### config.mk
export PLATFORM = sky130hd
export DESIGN_NAME = pei_damp
export DESIGN_NICKNAME = d
export VERILOG_FILES = /design/src/hw/rtl/pei_pkg.sv /design/src/hw/rtl/pei_damp.sv
export SDC_FILE = /design/constraint.sdc
export NUM_CORES = 2
export LEC_CHECK = 0
export ABC_AREA = 0
export BUFFER_PORTS_ARGS = -buffer_cell sky130_fd_sc_hd__clkbuf_2
export CAP_MARGIN = 15
export CORE_MARGIN = 1
export CORE_UTILIZATION = 60
export CTS_CLUSTER_SIZE = 16
export DETAILED_ROUTE_END_ITERATION = 8
export PLACE_DENSITY_LB_ADDON = 0.15
export SYNTH_ARGS = -nofsm -noshare
export SYNTH_HDL_FRONTEND = slang
export SYNTH_SLANG_ARGS = --single-unit
### constraint.sdc
create_clock -name i_clk -period 17.6 [get_ports i_clk]
set_input_delay 2.64 -clock i_clk [delete_from_list [all_inputs] [get_ports i_clk]]
set_output_delay 2.64 -clock i_clk [all_outputs]
set_load 0.02 [all_outputs]
### src/hw/rtl/pei_pkg.sv
// ----------------------------------------------------------------------------
// pei_pkg
// Shared types, constants and helpers of the particle Euler integrator.
// ----------------------------------------------------------------------------
package pei_pkg;

    // fixed-point format and damping table size
    localparam int FRAC_BITS      = 16;
    localparam int EXP_TABLE_BITS = 8;

    localparam int NUM_LANES  = 3;
    localparam int WORD_W     = 32;
    localparam int DT_W       = 31;
    localparam int DAMP_W     = 24;
    localparam int IN_DATA_W  = 128;
    localparam int OUT_DATA_W = 288;
    localparam int ADDR_W     = 5;
    localparam int REG_IDX_W  = 3;

    // damping exponent: dt * log2(damping), 2*FRAC_BITS fraction bits
    localparam int E_W       = DT_W + 1 + DAMP_W;
    localparam int NW        = E_W - 2 * FRAC_BITS;
    localparam int FACTOR_W  = FRAC_BITS + 1;
    localparam int JW        = (EXP_TABLE_BITS > 1) ? $clog2(EXP_TABLE_BITS) : 1;
    localparam logic [31:0] Q30_ONE = 32'h4000_0000;

    typedef enum logic [1:0] {
        OP_ADD_FORCE = 2'd0,
        OP_INTEGRATE = 2'd1,
        OP_LOAD_POS  = 2'd2,
        OP_LOAD_VEL  = 2'd3
    } t_opcode;

    typedef enum logic [1:0] {
        STS_OK     = 2'd0,
        STS_STATIC = 2'd1,
        STS_BAD_DT = 2'd2,
        STS_SAT    = 2'd3
    } t_status;

    typedef enum logic [REG_IDX_W-1:0] {
        REG_INV_MASS  = 3'd0,
        REG_DAMP_LOG2 = 3'd1,
        REG_ACCEL_X   = 3'd2,
        REG_ACCEL_Y   = 3'd3,
        REG_ACCEL_Z   = 3'd4
    } t_reg_idx;

    // lane multiplier operand A
    typedef enum logic [1:0] {
        A_VEL,
        A_FORCE,
        A_ACC
    } t_asel;

    // lane adder destination (also picks the addend)
    typedef enum logic [2:0] {
        D_POS,
        D_ACC,
        D_VEL,
        D_VSCALE,
        D_NET
    } t_dst;

    // lane state load / update
    typedef enum logic [2:0] {
        LD_NONE,
        LD_FORCE_ADD,
        LD_POS,
        LD_VEL,
        LD_CLR_FORCE
    } t_ld;

    typedef struct packed {
        logic  mul_en;
        t_asel a_sel;
        logic  add_en;
        t_dst  dst;
        t_ld   ld;
    } t_lane_ctl;

    typedef enum logic [3:0] {
        ST_IDLE,
        ST_APPLY,
        ST_VDT,
        ST_POS_FM,
        ST_ACC,
        ST_ADT,
        ST_VEL,
        ST_DAMP,
        ST_SCALE,
        ST_NET_MUL,
        ST_NET_ADD,
        ST_PUSH
    } t_ctl_state;

    typedef enum logic [1:0] {
        D_IDLE,
        D_MUL,
        D_ITER,
        D_SHIFT
    } t_damp_state;

    typedef struct packed {
        logic               hit;
        logic signed [31:0] val;
    } t_sat;

    typedef logic [EXP_TABLE_BITS-1:0][31:0] t_root_tab;

    function automatic t_sat sat32(input logic signed [63:0] v);
        t_sat r;
        if (v > 64'sd2147483647) begin
            r.hit = 1'b1;
            r.val = 32'sh7FFF_FFFF;
        end else if (v < -64'sd2147483648) begin
            r.hit = 1'b1;
            r.val = 32'sh8000_0000;
        end else begin
            r.hit = 1'b0;
            r.val = v[31:0];
        end
        return r;
    endfunction

    // floor square root, elaboration use only
    function automatic logic [63:0] isqrt64(input logic [63:0] x);
        logic [63:0] v;
        logic [63:0] r;
        logic [63:0] b;
        int          k;
        v = x;
        r = 64'd0;
        b = 64'h4000_0000_0000_0000;
        for (k = 0; k < 32; k++) begin
            if (b > v) b = b >> 2;
        end
        for (k = 0; k < 32; k++) begin
            if (b != 64'd0) begin
                if (v >= r + b) begin
                    v = v - (r + b);
                    r = (r >> 1) + b;
                end else begin
                    r = r >> 1;
                end
                b = b >> 2;
            end
        end
        return r;
    endfunction

    // Q2.30 roots 2^(2^-j), j = 1 .. EXP_TABLE_BITS, entry j-1
    function automatic t_root_tab make_roots();
        t_root_tab   tab;
        logic [63:0] root;
        int          j;
        root = 64'h8000_0000;
        for (j = 0; j < EXP_TABLE_BITS; j++) begin
            root   = isqrt64(root << 30);
            tab[j] = root[31:0];
        end
        return tab;
    endfunction

    localparam t_root_tab ROOTS = make_roots();

endpackage

### src/hw/rtl/pei_damp.sv
// ----------------------------------------------------------------------------
// pei_damp
// Damping factor 2^(dt * log2 damping): exponent multiply, one conditional table root
// multiply for each of the top EXP_TABLE_BITS fraction bits, then the integer-part shift.
// ----------------------------------------------------------------------------
module pei_damp (
    input  logic                                i_clk,
    input  logic                                i_rst_n,
    input  logic                                i_start,
    input  logic [pei_pkg::DT_W-1:0]            i_dt,
    input  logic signed [pei_pkg::DAMP_W-1:0]   i_dlog,
    output logic                                o_done,
    output logic [pei_pkg::FACTOR_W-1:0]        o_factor
);

    localparam logic [pei_pkg::JW-1:0] J_LAST = pei_pkg::JW'(pei_pkg::EXP_TABLE_BITS - 1);
    localparam int                     SH_MIN = 30 - pei_pkg::FRAC_BITS;

    pei_pkg::t_damp_state r_state;
    pei_pkg::t_damp_state n_state;

    logic [pei_pkg::DT_W-1:0]           r_dt;
    logic signed [pei_pkg::DAMP_W-1:0]  r_d;
    logic                               r_zero;
    logic signed [pei_pkg::E_W-1:0]     r_e;
    logic [31:0]                        r_m;
    logic [pei_pkg::JW-1:0]             r_j;
    logic [pei_pkg::FACTOR_W-1:0]       r_factor;

    logic                               do_mul;
    logic                               do_iter;
    logic                               do_shift;

    logic [pei_pkg::EXP_TABLE_BITS-1:0] idx;
    logic [63:0]                        m_prod;
    logic signed [pei_pkg::NW-1:0]      e_int;
    logic [pei_pkg::NW-1:0]             nn;
    logic [5:0]                         sh;
    logic [31:0]                        m_shr;

    always_comb begin
        n_state = r_state;
        unique case (r_state)
            pei_pkg::D_IDLE:  if (i_start) n_state = pei_pkg::D_MUL;
            pei_pkg::D_MUL:   n_state = pei_pkg::D_ITER;
            pei_pkg::D_ITER:  if (r_j == J_LAST) n_state = pei_pkg::D_SHIFT;
            pei_pkg::D_SHIFT: n_state = pei_pkg::D_IDLE;
            default:          n_state = pei_pkg::D_IDLE;
        endcase
    end

    always_comb begin
        do_mul   = (r_state == pei_pkg::D_MUL);
        do_iter  = (r_state == pei_pkg::D_ITER);
        do_shift = (r_state == pei_pkg::D_SHIFT);
        o_done   = (r_state == pei_pkg::D_IDLE);
    end

    assign idx    = r_e[2*pei_pkg::FRAC_BITS-1 -: pei_pkg::EXP_TABLE_BITS];
    assign m_prod = r_m * pei_pkg::ROOTS[r_j];
    assign e_int  = r_e[pei_pkg::E_W-1 -: pei_pkg::NW];
    assign nn     = -e_int;
    assign sh     = 6'(SH_MIN) + nn[5:0];
    assign m_shr  = r_m >> sh;

    always_ff @(posedge i_clk) begin
        if (!i_rst_n) begin
            r_state <= pei_pkg::D_IDLE;
            r_j     <= '0;
        end else begin
            r_state <= n_state;
            if (do_iter) r_j <= r_j + 1'b1;
            else         r_j <= '0;
        end
    end

    always_ff @(posedge i_clk) begin
        if (i_start) begin
            r_dt   <= i_dt;
            // most negative code means damping zero; positive logs clamp to 1.0
            r_zero <= (i_dlog == {1'b1, {(pei_pkg::DAMP_W-1){1'b0}}});
            r_d    <= (i_dlog > 0) ? '0 : i_dlog;
            r_m    <= pei_pkg::Q30_ONE;
        end
        if (do_mul) r_e <= $signed({1'b0, r_dt}) * r_d;
        if (do_iter && idx[J_LAST - r_j]) r_m <= m_prod[61:30];
        if (do_shift) begin
            if (r_zero || nn >= pei_pkg::NW'(pei_pkg::FRAC_BITS + 2)) r_factor <= '0;
            else r_factor <= m_shr[pei_pkg::FACTOR_W-1:0];
        end
    end

    assign o_factor = r_factor;

endmodule

# [After elaboration in Yosys (flattened, before gate mapping)]
# Memory sizes are Yosys's and may differ from the RTL's. A register that Yosys moved wholly into a read port is not among the register bits.
# Cells that the tools add are included.
[word_totals] regBits=166 mem_bits_ro=256 output_inout_bits=18 elab_cells=42 mem_count=1
[op_classes] addsub=4 multipliers=2 n_lt_le_gt_ge=4 eq_ne=7 shifts=1 mux=9 n_reduce_logical=6
[memory_table] name="(name not given)" words=8 word_bits=32 read_ports=1 rd_clocked_by_memory_dff=1 wr=0 line="pei_damp.sv:60" source="assign m_prod = r_m * pei_pkg::ROOTS[r_j];"
[ops] cell="$mux 32" n=3
[ops] cell="$mul 32x32->62" n=1
[ops] cell="$mul 32x24->56" n=1
[ops] cell="$shr 32x6->17" n=1
[ops] cell="$eq 24x24->1 const B" n=1
[ops] cell="$ge 24x5->1 const B" n=1
[ops] cell="$gt 24x1->1 const B" n=1
[ops] cell="$neg 24->24" n=1
[ops] cell="$lt 3x4->1 const B" n=2
[ops] cell="$pmux 2 s4" n=1
[ops] cell="$add 4x6->6 const A" n=1
[ops] cell="$eq 2x2->1 const B" n=2
[ops] cell="$mux 2" n=2
[ops] cell="$reduce_and 2->1" n=2
[ops] cell="$add 3x1->3 const B" n=1
[ops] cell="$bmux 1 s3" n=1
[ops] cell="$eq 3x3->1 const B" n=1
[ops] cell="$mux 3" n=1
[ops] cell="$sub 3x3->3 const A" n=1
[ops] cell="$eq 2x1->1 const B" n=1
[ops] cell="$logic_not 2->1" n=1
[ops] cell="$ne 2x1->1 const B" n=1
[ops] cell="$ne 2x2->1 const B" n=1
[ops] cell="$reduce_bool 2->1" n=1
[ops] cell="other kinds (3)" n=3

# [Longest topological paths before layout]
[depth] word_depth=5 mapped_depth=30 depth_no_buf=28

# [Worst setup path after synthesis]
# Ideal clock, no wire load.
[synth_path] path_type="reg2reg" start="reg r_m[26]" end="reg r_m[27], data pin" t_arrival_ns=7.532 setup_slack_ns=9.803 stages_incl_launch_ff=27 path_buffers=3 synth_period_minus_slack_ns=7.797 path_cell_list="edfxtp_1 > clkbuf_1 > clkbuf_1 > nand2_1 > fa_1 > inv_1 > fa_1 > inv_1 > fa_1 > fa_1 > inv_1 > fa_1 > fa_1 > fa_1 > inv_1 > fa_1 > inv_1 > ha_1 > clkbuf_1 > nand2_1 > or2_2 > or3_1 > o211ai_1 > a41oi_1 > o21ai_1 > nor4_1 > or3_1"
[synth_via] elab_chain_cells=2
[synth_lines] item="start: declaration" line="pei_damp.sv:26" source="logic [31:0] r_m;"
[synth_lines] item="start signal: assignment" line="pei_damp.sv:83" source="r_m <= pei_pkg::Q30_ONE;"
[synth_lines] item="start signal: assignment" line="pei_damp.sv:86" source="if (do_iter && idx[J_LAST - r_j]) r_m <= m_prod[61:30];"
[synth_lines] item="$mul 32x32->62" line="pei_damp.sv:60"
[synth_lines] item="$mux 32" line="pei_damp.sv:86"
# Every way passes these cells.
# A chain may end at the register's enable or synchronous reset.

# [Worst setup path after layout]
[layout_path] start="reg r_m[23]" end="reg r_m[27], data pin"
# The elaborated chain is that of the path after synthesis.

==> run_results.csv <==
group,metric,value,unit
synthesis,seq_area_frac_synth,0.0764,
grt,grt_pass1_vias,48259,
place,io_buffer_count,75,
grt,antenna_found_initial,3,
place,dp_hpwl,131000,um
worst_setup_path,required,17.85,ns
sta,setup_viol,0,
clock_network,htree_num_levels,4,
sta,rsz0062_at_grt,"no",
die,die_h,323,um
synthesis,synth_edf_count,137,
grt,grt_max_degree,42,
place,place_congestion,0.987,
sta,clock_skew,0.0176,ns
clock_network,root_buffer,"clkbuf_16",
die,initial_core_util,0.607,
sta,max_freq,111,MHz
die,die_area,105000,um2
synthesis,yosysWarnings,0,
worst_hold_path,hold_path_depth,2,
die,dieWidth,323,um
clock_network,clkSlewWorstSetupHoldPaths,0.08,ns
synthesis,netlist_area,61900,um2
die,fp.coreArea,102000,um2
clock_network,clock_latency,0.50,ns
layout,drive_above_1_share,0.0458,
route,vias_per_cell,5.59,
route,dr.first_iter.drc_count,3244,
worst_setup_path,cp.arrival,9.25,ns
clock_network,cts_sinks,168,
route,drc,0,
worst_hold_path,whs_endpoint,"r_state[1]",
worst_setup_path,cp_max_fo,18,
job,cap_violations,0,
sta,max_slew_margin,0.169,
worst_hold_path,min_path_type,"flop to flop",
route,detail-route-antenna-nets,0,
clock_network,cts_tree,"built",
layout,n_fill_cell,8739,
grt,grt-ovfl-total,0,
worst_hold_path,hp-start,"r_state[1]",
route,wl_per_cell,21.3,um
route,finalWirelength,168000,um
worst_setup_path,critPathLaunchType,"flop",
layout,post-route-util,0.629,
sta,finalHoldViolCount,0,
sta,holdWs,0.584,ns
run_status,status,"finished clean",
sta,setup-tns-final,0,ns
synthesis,synth_seq_cells,168,
sta,slew_violations,0,
layout,final_nets,8546,
worst_setup_path,crit_type,"flop to flop",
clock_network,cts_buffers,17,
clock_network,cts_resized,0,
synthesis,synth_async_sr_flop_share,0,
synthesis,yosysUniqueCellTypes,76,
worst_setup_path,reg2reg_depth,23,
worst_setup_path,r2r_start,"r_m[23]",
worst_setup_path,rr_endpoint,"r_m[27]",
grt,grt_pass1_wl,270000,um
sta,min_period,9.00,ns
worst_setup_path,reg2reg_slack,8.60,ns
route,dr.pass1.iters,5,
die,rows,117,
synthesis,synth_top_flop_cell,"edfxtp_1",
sta,tightest_slew,1.25,ns
route,vias,44204,
sta,finalCritPeriodShare,0.511,
synthesis,syn_avg_cell_area,9.30,um2
grt,grt_usage,0.343,
clock_network,post-cts-setup-buffers,0,
synthesis,synth_fp_nets,8692,
die,pin_count,76,
clock_network,ctsHoldBuffers,0,
synthesis,synth_cells,6664,
worst_setup_path,cp-end-kind,"flop",
clock_network,clk_path_buf_depth,2,
layout,area_growth,3.52,%
[cells in the mapped netlist, types with 15 or more instances]
library cell,number,area (um2)
nand2_1,888,3330
dfxtp_1,31,621
and2_1,785,4910
nand3_1,36,180
nor2_1,105,394
nand2b_1,24,150
mux2_2,17,191
xnor2_1,48,420
nor4_1,15,93.8
a21o_1,55,413
and3_1,17,106
a21oi_1,126,631
a31oi_1,19,119
o21bai_1,18,135
nor2b_1,31,194
nor3_1,26,130
ha_1,501,6270
nand4_1,26,163
mux2i_1,30,300
xor2_1,23,201
inv_1,1640,6160
clkbuf_1,339,1270
fa_1,1469,29400
mux4_2,18,405
edfxtp_1,137,4110
o21ai_0,76,380
[worst max-delay path by stage]
stage               endpoint  startpoint  slack (ns)  depth (start not counted)
finish               r_m[27]     r_m[23]        8.60                         23
global route         r_m[27]        flop        8.31                         26
CTS                  r_m[27]        flop        8.75                         26
detailed placement   r_m[27]        flop        8.80                         26
global placement     r_m[27]        flop        8.93                         26
floorplan            r_m[27]     r_m[26]        9.80                         26
[critical path: stages, from the launching register on]
cell,delay (ns)
edfxtp_1,0.86
buf_4,0.35
and2_1,0.22
fa_1,0.44
inv_1,0.08
fa_1,0.43
fa_1,0.48
fa_1,0.54
inv_1,0.05
fa_1,0.48
fa_1,0.57
fa_1,0.43
fa_1,0.45
ha_1,0.39
a21oi_1,0.22
o21ai_0,0.17
a311oi_1,0.29
nand2_1,0.08
o21ai_0,0.72
o211ai_1,0.42
a41oi_1,0.41
o21ai_1,0.16
nor4bb_1,0.18
or3_1,0.31
[routing by layer]
metal / share of wire / routed length (um) / vias to the layer above / GRT usage
met2: 0.48 / 80200 / 1881 / 0.566
met1: 0.40 / 66500 / 22761 / 0.448
met3: 0.090 / 15100 / 315 / 0.0743
li1: - / - / 19247 / -
met5: 0 / 0 / - / 0
met4: 0.038 / 6400 / 0 / 0.120
[cells by family (layout without fill, tap and decap cells)]
| kind of cell | count (synthesis) | after routing | synth area share |
|---|---|---|---|
| and+or+nand+nor | 2011 | 2011 | 0.163 |
| buffers and inverters | 1997 | 1864 | 0.121 |
| adders and majority gates | 1970 | 1970 | 0.576 |
| AOI/OAI and AO/OA | 382 | 382 | 0.0387 |
| DFF | 168 | 168 | 0.0764 |
| xor gates and xnor gates | 71 | 71 | 0.0100 |
| muxes | 65 | 65 | 0.0145 |
| other | 0 | 5 | 0 |
[metrics by stage]
stage               std cells  cell area [um2]  setup slack [ns]
finish                   7904            64100              8.60
global route             7901            64100              8.31
CTS                      7899            64100              8.75
detailed placement       7867            63600              8.80
global placement         7867            63600              8.93
floorplan                6664            61900              9.80
[layout make-up]
| class | instances | area [um2] | share of cell area |
|---|---|---|---|
| Multi-Input combinational cell | 4499 | 49700 | 0.775 |
| Inverter | 1641 | 6160 | 0.0961 |
| Tap cell | 1368 | 1710 | 0.0267 |
| Antenna cell | 5 | 12.5 | 0.000195 |
| Clock inverter | 14 | 115 | 0.00179 |
| Sequential cell | 168 | 4740 | 0.0740 |
| Timing Repair Buffer | 191 | 1250 | 0.0194 |
| Clock buffer | 18 | 429 | 0.00669 |
[placed cells by master (no fill, tap or decap), types with 26 or more instances in the layout]
master / count
o21ai_0: 76
nor3_1: 26
nand4_1: 26
fa_1: 1469
ha_1: 500
xnor2_1: 47
edfxtp_1: 137
inv_1: 1640
and2_1: 785
nand3_1: 36
nand2_1: 888
nor2b_1: 31
clkbuf_2: 75
a21o_1: 55
mux2i_1: 30
nor2_1: 105
buf_4: 116
a21oi_1: 126
Power is not shown: default switching activity piles up to over one toggle a cycle in this logic, so the estimate is an artifact.
